<file path="src/rtl/shift_jis_to_utf8_converter_assert.svh">
`ifndef SHIFT_JIS_TO_UTF8_CONVERTER_ASSERT_SVH
`define SHIFT_JIS_TO_UTF8_CONVERTER_ASSERT_SVH

// same-cycle implication under synchronous active-low reset
`define SJU_AST_IMP(lbl, clk, rst_n, ante, cons, msg) \
    lbl: assert property (@(posedge clk) disable iff (!rst_n) (ante) |-> (cons)) \
        else $error(msg);

// next-cycle implication under synchronous active-low reset
`define SJU_AST_NXT(lbl, clk, rst_n, ante, cons, msg) \
    lbl: assert property (@(posedge clk) disable iff (!rst_n) (ante) |=> (cons)) \
        else $error(msg);

`endif

</file>
<file path="src/rtl/sju_pkg.sv">
package sju_pkg;

    localparam int TABLE_DEPTH_DEF = 16384;
    localparam int IDX_W           = 14;
    localparam int CP_W            = 16;
    localparam int BYTE_W          = 8;

    localparam logic OP_CONVERT = 1'b0;
    localparam logic OP_WRITE   = 1'b1;

    localparam logic [3:0] NIB_LEAD_8 = 4'h8;
    localparam logic [3:0] NIB_LEAD_9 = 4'h9;
    localparam logic [3:0] NIB_LEAD_E = 4'hE;

    localparam logic [IDX_W-1:0] BASE_8 = 14'h0100;
    localparam logic [IDX_W-1:0] BASE_9 = 14'h1100;
    localparam logic [IDX_W-1:0] BASE_E = 14'h2100;

    localparam logic [CP_W-1:0]   CP_ONE_LIMIT = 16'h0080;
    localparam logic [CP_W-1:0]   CP_TWO_LIMIT = 16'h0800;
    localparam logic [BYTE_W-1:0] UTF8_LEAD2   = 8'hC0;
    localparam logic [BYTE_W-1:0] UTF8_LEAD3   = 8'hE0;
    localparam logic [BYTE_W-1:0] UTF8_CONT    = 8'h80;

    typedef struct packed {
        logic             valid;
        logic [IDX_W-1:0] idx;
    } t_lookup;

    typedef struct packed {
        logic [1:0]                  n;
        logic [2:0][BYTE_W-1:0]      b;
    } t_utf8;

    function automatic t_utf8 utf8_encode(input logic [CP_W-1:0] cp);
        t_utf8 e;
        e = '0;
        if (cp < CP_ONE_LIMIT) begin
            e.n    = 2'd1;
            e.b[0] = cp[7:0];
        end else if (cp < CP_TWO_LIMIT) begin
            e.n    = 2'd2;
            e.b[0] = UTF8_LEAD2 | {3'b000, cp[10:6]};
            e.b[1] = UTF8_CONT | {2'b00, cp[5:0]};
        end else begin
            e.n    = 2'd3;
            e.b[0] = UTF8_LEAD3 | {4'b0000, cp[15:12]};
            e.b[1] = UTF8_CONT | {2'b00, cp[11:6]};
            e.b[2] = UTF8_CONT | {2'b00, cp[5:0]};
        end
        return e;
    endfunction

endpackage

</file>
<file path="src/rtl/sju_lead.sv">
module sju_lead import sju_pkg::*; (
    input  logic              i_clk,
    input  logic              i_rst_n,
    input  logic              i_take,
    input  logic [BYTE_W-1:0] i_byte_in,
    input  logic              i_end_of_stream,
    output t_lookup           o_look
);

    logic             r_pending;
    logic [IDX_W-1:0] r_base;
    logic             n_pending;
    logic [IDX_W-1:0] n_base;
    logic [IDX_W-1:0] lead_base;
    t_lookup          look;

    always_comb begin
        case (i_byte_in[7:4])
            NIB_LEAD_8: lead_base = BASE_8;
            NIB_LEAD_9: lead_base = BASE_9;
            NIB_LEAD_E: lead_base = BASE_E;
            default:    lead_base = '0;
        endcase
    end

    always_comb begin
        n_pending  = r_pending;
        n_base     = r_base;
        look.valid = 1'b0;
        look.idx   = {{(IDX_W-BYTE_W){1'b0}}, i_byte_in};
        if (i_take) begin
            if (r_pending) begin
                look.valid = 1'b1;
                look.idx   = r_base + {{(IDX_W-BYTE_W){1'b0}}, i_byte_in};
                n_pending  = 1'b0;
                n_base     = '0;
            end else if (lead_base != '0) begin
                if (!i_end_of_stream) begin
                    n_pending = 1'b1;
                    n_base    = lead_base + {2'b00, i_byte_in[3:0], 8'h00};
                end
            end else begin
                look.valid = 1'b1;
            end
        end
    end

    always_ff @(posedge i_clk) begin
        if (!i_rst_n) begin
            r_pending <= 1'b0;
            r_base    <= '0;
        end else begin
            r_pending <= n_pending;
            r_base    <= n_base;
        end
    end

    assign o_look = look;

endmodule

</file>
<file path="config.mk">
export PLATFORM = sky130hd
export DESIGN_NAME = sju_lead
export DESIGN_NICKNAME = d
export VERILOG_FILES = /design/src/rtl/shift_jis_to_utf8_converter_assert.svh /design/src/rtl/sju_pkg.sv /design/src/rtl/sju_lead.sv
export SDC_FILE = /design/constraint.sdc
export NUM_CORES = 1
export LEC_CHECK = 0
export BUFFER_PORTS_ARGS = -buffer_cell sky130_fd_sc_hd__buf_2
export CORE_AREA = 2 2 39 41
export CTS_CLUSTER_SIZE = 28
export DETAILED_ROUTE_END_ITERATION = 16
export DIE_AREA = 0 0 41 43
export PLACE_DENSITY_LB_ADDON = 0.3
export RECOVER_POWER = 50
export SYNTH_ARGS = -nofsm -noshare
export SYNTH_HDL_FRONTEND = slang
export SYNTH_SLANG_ARGS = --single-unit
</file>
<file path="constraint.sdc">
create_clock -name i_clk -period 2.1 [get_ports i_clk]
set_input_delay 0.105 -clock i_clk [delete_from_list [all_inputs] [get_ports i_clk]]
set_output_delay 0.105 -clock i_clk [all_outputs]
set_load 0.05 [all_outputs]
</file>
After elaboration in Yosys (flattened, before gate mapping). Index checks and enable logic that the tools add are counted.

Register bits after elaboration: 15. Input bits: 12. Output and inout port bits: 15. Logic and storage cells: 22.

$add $sub $neg: 2. Equality and inequality tests: 4. Muxes and demuxes: 11. Reduce and logical (&&, ||, !) cells: 3.

Operators by type and width (number): 14-bit two-way mux (4); 14-bit case mux with 3 select lines (1); 15-bit two-way mux (1); 14-bit by 12-bit adder with 14-bit output (1); 14-bit by 8-bit adder with 14-bit output (1); 14-bit nonzero test (1); 4-bit == test (second input constant) (3); 1-bit two-way mux (5); 3-bit AND reduction (1); 2-bit by 1-bit != test with 1-bit output (second input constant) (1); 2-bit nonzero test (1).

Logic depth before layout (Yosys ltp). Gate-level depths: netlist (run 1).

Word-level depth: 6. Mapped depth: 8.

Least setup slack after synthesis (run 1). Ideal clock, no wire load.

Path type: input to register. Start point: input port i_byte_in[5]. End point: register r_base[13]. Library setup time: 117 ps. Data arrival time: 1376 ps. Required time: 1983 ps. Slack: 606 ps. Stages: 7. Buffers on the path: 0. Path through: and3b_1 o21ai_2 inv_1 ha_1 and3_1 a41o_2 a32o_1.

Word-level cells in the longest chain between the ends: 6. Elaborated cells on any way between the ends: 11.

Ends and longest elaborated chain: start, declared (line sju_lead.sv:5) `input logic [BYTE_W-1:0] i_byte_in,`; 4-bit == test (line sju_lead.sv:18) `case (i_byte_in[7:4])`; 14-bit case mux with 3 select lines * (line sju_lead.sv:18); 14-bit by 12-bit adder with 14-bit output (line sju_lead.sv:40) `n_base = lead_base + {2'b00, i_byte_in[3:0], 8'h00};`; 14-bit two-way mux (line sju_lead.sv:38) `if (!i_end_of_stream) begin`; 14-bit two-way mux (line sju_lead.sv:37) `end else if (lead_base != '0) begin`; 14-bit two-way mux (line sju_lead.sv:32) `if (r_pending) begin`; end signal, assigned (line sju_lead.sv:54) `r_base <= n_base;`; end, declared (line sju_lead.sv:11) `logic [IDX_W-1:0] r_base;`.

Mark *: on every way between the ends. The rest lies on a longest branch, timed or not. The select of a mux whose other input is x is not followed. A chain may end at the register's enable or synchronous reset.

Final worst setup path (run 1). Ends and elaborated chain as after synthesis.

==> results.md, run 1 <==
- CP max stage cell: a41o_2
- Buf/Inv on CP: 2
- CP startpoint kind: input port
- Min-Delay Endpoint: r_pending
- Critical path fanouts, max: 5
- Worst slew pin tran: between 0.5 and 0.6 ns
- Post-Synth XOR/XNOR Area: under 10%
- Die width: about 40 um
- Total power: ~340 uW
- TritonCTS clock tree: done
- Avg Vias per Cell: roughly 5.0
- H-tree Lvls: 1
- Max-cap viol count: 0
- YS warnings: 0
- DRC Markers: 0
- Clk buf depth: 2
- TritonCTS buffer count: 3
- Fin crit share: between 70% and 80%
- Vias in the first global route: roughly 400
- Final setup fails: 0
- Yosys reg bits: 7
- Clock Tree Root: clkbuf_4
- Max Clock Skew: roughly 0.0013 ns
- Initial Utilization: a little over a third
- Count of final max-slew check failures: 0
- Yosys cell types: 20
- Register area share after synthesis: about 29%
- Insertion delay to the later sink of the worst-skew pair: 0.25 ns
- Core area: 0.001384 mm^2
- Num rows: 14
- Mapped Cells: 52
- Initial antenna violation count: 0
- Global route overflow: 0
- Drt wl/cell: about 11 um
- Hold path start: i_rst_n
- Hold WC Path Type: input port to register
- Max Clock Freq: between 0.6 and 0.7 GHz
- Area share of and/or/nand/nor cells after synthesis: 21.28%
- Number of routed nets with antenna violations: 0
- Power per cell area: 581.8 mW/mm^2
- Hpwl dp: around 750 um
- Worst stage delay on the critical path: 0.27 ns
- Synth-to-Final Area Change: 20.00%
- CP endpoint kind: register
- Post-cts sizing count: 0
- Largest family of logic cells by synthesized area: compound AO/OA/AOI/OAI gates
- Number of I/O pins: 27
- Post-CTS setup buffer count: 0
- Final Hold Fails: 0
- Number of diodes: 0
- WHS Path Cells: 2
- Die Height: roughly 43 um
- Final #Nets: between 80 and 90
- Hold Buf Count CTS: 0
- R2R depth: 3
- CP Cell Sequence: buf_2, and3b_1, o21ai_2, inv_1, ha_1, and3_1, a41o_2, a32o_1
- Req. time, crit path: ~2.2 ns
- Detailed Route WL: 929 um
- First-pass GRT wire length: between 1000 and 1500 um
- R2R Path End: r_base[10]
- RSZ-0062 raised after global routing: no
- Syn Area/Cell: 9.384 um^2
- Largest net degree at the start of global routing: 12
- Syn Nets: 67
- Clk sink count: 7
- Routability cong.: between 0.6 and 0.7
- Netlist Area Pre-Place: between 400 and 500 um^2
- Leakage: between 0.0003 and 0.0004 uW
- Total GRT Usage: 12.66%
- Complex-gate fraction of the synthesized area: 21.54%
- Worst R2R Setup Slack: around 0.8 ns
- Crit path max-delay family: compound AO/OA/AOI/OAI gates
- Slew headroom: between 60% and 70%
- Kind of critical path: input port to register
- Via count: 438
- Setup TNS: 0 ns
- Post-Synth Adder-Cell Area: 7.692%
- 1st-iter DRT viols: 7
- Reg clk slew, reported paths: about 0.050 ns
- R2r startpoint: r_pending
- Port bufs: 26
- Critical path arrival: roughly 1.6 ns
- Peak supply drop: just over 0.2 mV
- Detailed Routing Iterations Pass 1: 2
- Fraction of final layout cells sized beyond drive strength 1: between 30% and 40%
- Mux share of post-synthesis cell area: 0%
- Die area: 0.001763 mm^2
- Status: completed
- Minimum clock period: about 1.5 ns
power breakdown:
| part | leakage (uW) | internal [uW] | switching (uW) | total, uW |
|---|---|---|---|---|
| logic | 0.000241 | 23.3 | 59.3 | 82.6 |
| clock network | 0.0000150 | 72.4 | 47.9 | 120 |
| registers | 0.0000566 | 136 | 2.03 | 138 |
metrics by stage:
step                      setup slack, ns  instances  utilization, %  hold WS [ns]  cell area [um^2]
final                              0.6200         88           42.31       0.09375             585.6
after global routing               0.5525         88           42.31       0.09364             585.6
after CTS                          0.6118         88           43.13       0.07873             596.8
after detailed placement           0.3560         84           41.23        0.3440             570.5
after global placement             0.3875         84           41.23        0.3464             570.5
after floorplan                    0.6063         52               -        0.2228             488.0
kinds of logic (layout without fill, tap and decap cells):
logic type	Yosys count	after routing
XOR/XNOR	3	3
buffers and inverters	12	32
AND/OR/NAND/NOR	15	15
AO/OA/AOI/OAI	12	12
flip-flops	7	7
adder cells (fa/ha/maj)	3	3
routing by layer:
layer,vias to the layer above,GRT usage (%),wire (um)
met1,198,14.19,408
met3,2,3.141,74
met2,17,18.13,435
li1,221,-,-
met5,-,0,0
met4,0,12.00,12
final cells by class:
type / instances / area [um^2]
flip-flops and latches: 7 / 140.1
clock buffers: 4 / 26.28
inverters: 2 / 7.507
multi-input cells: 33 / 272.8
repair buffers: 26 / 118.9
fillers: 153 / 798.3
well taps: 16 / 20.02
cell usage after synthesis (all sizes together):
cell | instances | area share [%]
a32o | 1 | 2.1
nor4b | 1 | 1.8
a41o | 1 | 2.3
buf | 8 | 12
and3 | 7 | 9.0
and3b | 1 | 1.8
o21ai | 2 | 2.8
a22o | 6 | 11
inv | 2 | 1.5
clkbuf | 2 | 1.5
nor2 | 1 | 0.77
nand3 | 2 | 2.1
and4bb | 1 | 3.3
nor2b | 2 | 2.6
dfxtp | 7 | 29
o21a | 2 | 3.1
ha | 3 | 7.7
xor2 | 3 | 5.4
registers in the layout, summed over array words and instances, names as in the netlist:
register	cells
r_base	6
r_pending	1
cells in the final DEF, fill, tap and decap left out, drive strengths merged:
cell	n
nor2b	2
inv	2
a32o	1
buf	17
nor2	1
a41o	1
and3	7
nor4b	1
nand3	2
a22o	6
xor2	3
ha	3
clkbuf	13
and4bb	1
o21a	2
o21ai	2
and3b	1
dfxtp	7
worst max-delay path by stage:
stage,endpoint,cells after the start,from
2_1_floorplan,r_base[13],7,i_byte_in[5]
3_3_place_gp,r_base[13],8,i_byte_in[4]
3_5_place_dp,r_base[13],8,i_byte_in[4]
4_1_cts,r_base[13],8,i_byte_in[5]
5_1_grt,r_base[13],8,i_byte_in[4]
6_report,r_base[13],8,i_byte_in[5]
Note: power is estimated with default switching activity, not from simulation.
==> run 2: changes to the inputs <==
Settings changed: CORE_AREA 2 2 39 41 to not set, CORE_MARGIN set to 2, CORE_UTILIZATION set to 37, DIE_AREA 0 0 41 43 to not set.
Clock period 2.1 ns to 1.35 ns, I/O delays scaled along.
==> results.md, run 2 (same netlist as run 1, synthesis figures left out) <==
- FF+latch area: 140.1 um^2 (unchanged)
- Req. time, crit path: 1.28 ns (was 2.24 ns)
- Reg clk slew, reported paths: 0.05 ns (about the same)
- Final Hold Fails: 0 (unchanged)
- CP startpoint kind: register (was input port)
- Die width: 40.32 um (was 41 um)
- Num rows: 13 (was 14)
- Initial antenna violation count: 0 (unchanged)
- Fillers: 136 (was 153)
- Largest Register: r_base (unchanged)
- Peak supply drop: 0.3325 mV (was 0.2071 mV)
- Worst R2R Setup Slack: 0.14 ns (was 0.79 ns)
- H-tree Lvls: 1 (unchanged)
- Setup TNS: 0 ns (unchanged)
- Hold WC Path Type: input port to register (unchanged)
- Fin crit share: just over 90%
- Avg Vias per Cell: 5.055 (was 4.977)
- CP endpoint kind: primary output (was register)
- Insertion delay to the later sink of the worst-skew pair: 0.25 ns (about the same)
- Number of diodes: 0 (unchanged)
- Worst Setup SP: r_pending (was i_byte_in[5])
- Final setup fails: 0 (unchanged)
- Hold path start: i_rst_n (unchanged)
- Slew headroom: 60.85% (was 60.32%)
- First-pass GRT wire length: 1476 um (was 1469 um)
- R2r startpoint: r_pending (unchanged)
- Max Clock Skew: 0.001940 ns (was 0.001348 ns)
- Critical path fanouts, max: 7 (was 5)
- Post-route setup slack: 0.1030 ns (was 0.6200 ns)
- Detailed Routing Iterations Pass 1: 4 (was 2)
- Total GRT Usage: 14.70% (was 12.66%)
- Drt wl/cell: 10.29 um (was 10.56 um)
- Critical path arrival: 1.18 ns (was 1.62 ns)
- Number of I/O pins: 27 (unchanged)
- Die Height: 40.32 um (was 43 um)
- Hpwl dp: 779.2 um (was 746.9 um)
- Via count: 460 (was 438)
- Leakage: 0.0003287 uW (was 0.0003127 uW)
- Max FFs per register: 6 (unchanged)
- Max Clock Freq: 0.8019 GHz
- Power per cell area: 847.7 mW/mm^2 (was 581.8 mW/mm^2)
- TritonCTS buffer count: 3 (unchanged)
- R2R depth: 3 (unchanged)
- Final Cell Area: 633.1 um^2 (was 585.6 um^2)
- RSZ-0062 raised after global routing: no (unchanged)
- Commonest cells after routing, fill and taps aside: 14 x buf_2, 9 x clkbuf_1, 7 x clkbuf_4, 7 x dfxtp_1, 6 x and3_1 (was 17 x buf_2, 10 x clkbuf_1, 7 x and3_1, 7 x dfxtp_1, 4 x a22o_1)
- Core area: 0.001269 mm^2 (was 0.001384 mm^2)
- Dpl ws: -0.1468 ns (was 0.3560 ns)
- Area after DPL: 606.8 um^2 (was 570.5 um^2)
- R2R Path End: r_base[12] (was r_base[10])
- Global route overflow: 0 (unchanged)
- Port bufs: 26 (unchanged)
- Status: completed (unchanged)
- Fraction of final layout cells sized beyond drive strength 1: 42.11% (was 34.72%)
- Multi-input gate area in the final layout: 280.3 um^2 (was 272.8 um^2)
- Max-cap viol count: 0 (unchanged)
- Kind of critical path: register to primary output (was input port to register)
- Crit path to: o_look[11] (was r_base[13])
- Number of routed nets with antenna violations: 0 (unchanged)
- DRC Markers: 0 (unchanged)
- 1st-iter DRT viols: 4 (was 7)
- Synth-to-Final Area Change: 29.74% (was 20.00%)
- Detailed Route WL: 936 um (was 929 um)
- Initial Utilization: 38.46% (was 35.26%)
- TritonCTS clock tree: done (unchanged)
- Count of final max-slew check failures: 0 (unchanged)
- Routability cong.: 0.6772 (was 0.6620)
- Final #Nets: 92 (was 88)
- Largest net degree at the start of global routing: 12 (unchanged)
- Hold Buf Count CTS: 0 (unchanged)
- Most common cell after layout, fill and taps aside: buf_2 (unchanged)
- Die area: 0.001625 mm^2 (was 0.001763 mm^2)
- Worst slew pin tran: 0.5897 ns (was 0.5977 ns)
- Clk sink count: 7 (unchanged)
- Largest registers: r_base (6), r_pending (1) (unchanged)
- Clk buf depth: 2 (unchanged)
- Minimum clock period: approximately 1.2 ns
- Clock Tree Root: clkbuf_4 (unchanged)
- Vias in the first global route: 368 (was 390)
-- run 2: where the power goes --
| part | total, uW | internal (uW) | switching [uW] |
|---|---|---|---|
| Clock | 184 | 112 | 71.7 |
| Combinational | 139 | 43.7 | 95.1 |
| Sequential | 214 | 211 | 2.50 |
| Total | 537 | 367 | 169 |
-- run 2: metrics by stage --
| stage | util, % | instances | power [uW] | hold slack, ns |
|---|---|---|---|---|
| after detailed placement | 47.83 | 87 | 360.2 | 0.3107 |
| after global routing | 49.90 | 91 | 581.9 | 0.04741 |
| after CTS | 49.90 | 91 | 551.9 | 0.04932 |
| after global placement | 47.83 | 87 | 359.6 | 0.3063 |
| final | 49.90 | 91 | 536.7 | 0.05871 |
| after floorplan | - | 52 | 325.9 | 0.1853 |
-- run 2: critical path, stage by stage, from the launching register on --
cell,delay [ns]
dfxtp_1,0.41
buf_4,0.16
and3_1,0.14
clkbuf_4,0.22
-- run 2: per-layer routing --
| metal | vias up | GRT usage, % | routed length (um) |
|---|---|---|---|
| met2 | 23 | 21.77 | 435 |
| met5 | - | 0 | 0 |
| met1 | 206 | 15.72 | 429 |
| met3 | 0 | 5.000 | 70 |
| li1 | 231 | - | - |
| met4 | 0 | 15.00 | 0 |
-- run 2: worst min-delay path by stage --
stage / end / depth (start not counted)
after floorplan: r_pending / 1
after global placement: r_pending / 2
after detailed placement: r_pending / 2
after CTS: r_pending / 2
after global routing: r_pending / 2
final: r_pending / 2
-- run 2: layout make-up --
class	instances	share of cell area, %
multi-input cells	33	44.27
repair buffers	30	25.30
flip-flops and latches	7	22.13
clock buffers	4	4.150
well taps	15	2.964
inverters	2	1.186
-- run 2: what timing repair did --
action / 4_1_cts / 5_1_grt
setup endpoints to repair: 0 / 4
resized for setup: 0 / 4
setup buffers: 0 / 0
hold endpoints to repair: 0 / 0
==> run 3: changes to the inputs <==
Settings changed: CORE_AREA set to 2 2 39 41, CORE_MARGIN 2 to not set, CORE_UTILIZATION 37 to not set, DIE_AREA set to 0 0 41 43.
Clock period 1.35 ns to 1.32 ns, I/O delays scaled along.
==> results.md, run 3 (same netlist as run 1, synthesis figures left out) <==
- Critical path fanouts, max: 2 (was 7)
- Post-cts sizing count: 0 (unchanged)
- Setup TNS: 0 ns (unchanged)
- Hold Buf Count CTS: 0 (unchanged)
- Final #Nets: 92 (unchanged)
- Fillers: 143 (was 136)
- Util after Layout: 46.11% (was 49.90%)
- Insertion delay to the later sink of the worst-skew pair: 0.25 ns (about the same)
- Vias in the first global route: 408 (was 368)
- Dpl ws: -0.1817 ns (was -0.1468 ns)
- Worst Setup SP: i_byte_in[4] (was r_pending)
- TritonCTS clock tree: done (unchanged)
- Largest net degree at the start of global routing: 12 (unchanged)
- Max Clock Freq: about 0.8 GHz
- Number of diodes: 0 (unchanged)
- R2r startpoint: r_pending (unchanged)
- Clock Tree Root: clkbuf_4 (unchanged)
- Crit path to: r_base[12] (was o_look[11])
- Slew headroom: 60.73% (was 60.85%)
- Worst slew pin tran: 0.5916 ns (was 0.5897 ns)
- Post-CTS setup buffer count: 0 (unchanged)
- Reg clk slew, reported paths: 0.05 ns (about the same)
- H-tree Lvls: 1 (unchanged)
- Number of routed nets with antenna violations: 0 (unchanged)
- Num rows: 14 (was 13)
- Max FFs per register: 6 (unchanged)
- CP endpoint kind: register (was primary output)
- Fraction of final layout cells sized beyond drive strength 1: 44.74% (was 42.11%)
- Number of I/O pins: 27 (unchanged)
- DRC Markers: 0 (unchanged)
- Worst R2R Setup Slack: 0.17 ns (was 0.14 ns)
- Met2 WL: 415 um (was 435 um)
- Wire length on met1: 422 um (was 429 um)
- Detailed Route WL: 959 um (was 936 um)
- Most common cell after layout, fill and taps aside: buf_2 (unchanged)
- Hold WC Path Type: input port to register (unchanged)
- Clk buf depth: 2 (unchanged)
- Status: completed (unchanged)
- Hpwl dp: 772.4 um (was 779.2 um)
- Post-route setup slack: 0.1039 ns (was 0.1030 ns)
- Synth-to-Final Area Change: 30.77% (was 29.74%)
- Area after DPL: 610.6 um^2 (was 606.8 um^2)
- Port bufs: 26 (unchanged)
- First-pass GRT wire length: 1649 um (was 1476 um)
- Final setup fails: 0 (unchanged)
- Max Clock Skew: 0.005048 ns (was 0.001940 ns)
- Uppermost layer routed: met4 (was met3)
- Count of final max-slew check failures: 0 (unchanged)
- Power per cell area: 865.4 mW/mm^2 (was 847.7 mW/mm^2)
- Clk sink count: 7 (unchanged)
- R2R Path End: r_base[10] (was r_base[12])
- Die Height: 43 um (was 40.32 um)
- Req. time, crit path: 1.46 ns (was 1.28 ns)
- Global route overflow: 0 (unchanged)
- Drt wl/cell: 10.42 um (was 10.29 um)
- Initial antenna violation count: 0 (unchanged)
- CP startpoint kind: input port (was register)
- Leakage: 0.0003252 uW (was 0.0003287 uW)
- Detailed Routing Iterations Pass 1: 4 (unchanged)
- Commonest cells after routing, fill and taps aside: 12 x buf_2, 9 x clkbuf_1, 7 x clkbuf_4 (was 14 x buf_2, 9 x clkbuf_1, 7 x clkbuf_4, 7 x dfxtp_1, 6 x and3_1)
- Routability cong.: 0.6753 (was 0.6772)
- R2R depth: 3 (unchanged)
- Die width: 41 um (was 40.32 um)
- Kind of critical path: input port to register (was register to primary output)
- Final Hold Fails: 0 (unchanged)
- Final Cell Area: 638.1 um^2 (was 633.1 um^2)
- TritonCTS buffer count: 3 (unchanged)
- Core area: 0.001384 mm^2 (was 0.001269 mm^2)
- Critical path arrival: 1.36 ns (was 1.18 ns)
- RSZ-0062 raised after global routing: no (unchanged)
- Met3 wire len: 90 um (was 70 um)
- Largest registers: r_base (6), r_pending (1) (unchanged)
- 1st-iter DRT viols: 11 (was 4)
- Die area: 0.001763 mm^2 (was 0.001625 mm^2)
- Max-cap viol count: 0 (unchanged)
- Avg Vias per Cell: 4.924 (was 5.055)
- Minimum clock period: 1.216 ns
- Initial Utilization: 35.26% (was 38.46%)
- Total GRT Usage: 14.30% (was 14.70%)
- Peak supply drop: 0.3659 mV (was 0.3325 mV)
- Largest Register: r_base (unchanged)
- Via count: 453 (was 460)
- Fin crit share: 92.13%
[run 3: worst max-delay path, stage by stage]
cell	delay, ns
buf_2	0.10
and3b_1	0.24
o21ai_2	0.08
inv_1	0.08
ha_1	0.15
ha_2	0.18
nand3_1	0.10
xor2_1	0.15
a22o_2	0.22
[run 3: stage by stage]
stage          std cells  hold WS, ns  power [uW]
5_1_grt               92      0.05287       587.9
4_1_cts               92      0.04678       565.9
2_1_floorplan         52       0.1838       333.6
3_5_place_dp          88       0.3084       368.2
6_report              92      0.05226       552.2
3_3_place_gp          88       0.3068       367.6
[run 3: area by class of cell]
type / count / area (um^2) / area share [%]
tap: 16 / 20.02 / 3.137
timing repair buffer: 30 / 160.2 / 25.10
clock buffer: 4 / 26.28 / 4.118
sequential: 7 / 141.4 / 22.16
multi-input combinational: 33 / 282.8 / 44.31
inverter: 2 / 7.507 / 1.176
[run 3: how the worst min path moves through the flow]
stage               startpoint         to  cells after the start
detailed placement     i_rst_n  r_pending                      2
CTS                    i_rst_n  r_pending                      2
global placement       i_rst_n  r_pending                      2
floorplan              i_rst_n  r_pending                      1
global route           i_rst_n  r_pending                      2
finish                 i_rst_n  r_pending                      2
[run 3: where the power goes]
part           internal, uW  total, uW  switching, uW
Clock                   115        192           77.0
Sequential              216        219           2.77
Combinational          44.7        141           96.4
[run 3: routing by layer]
layer  vias to the layer above  global-route usage, %
met5                         -                      0
met4                         0                  14.00
met3                         2                  3.141
met2                        26                  19.38
met1                       189                  17.21
li1                        236                      -
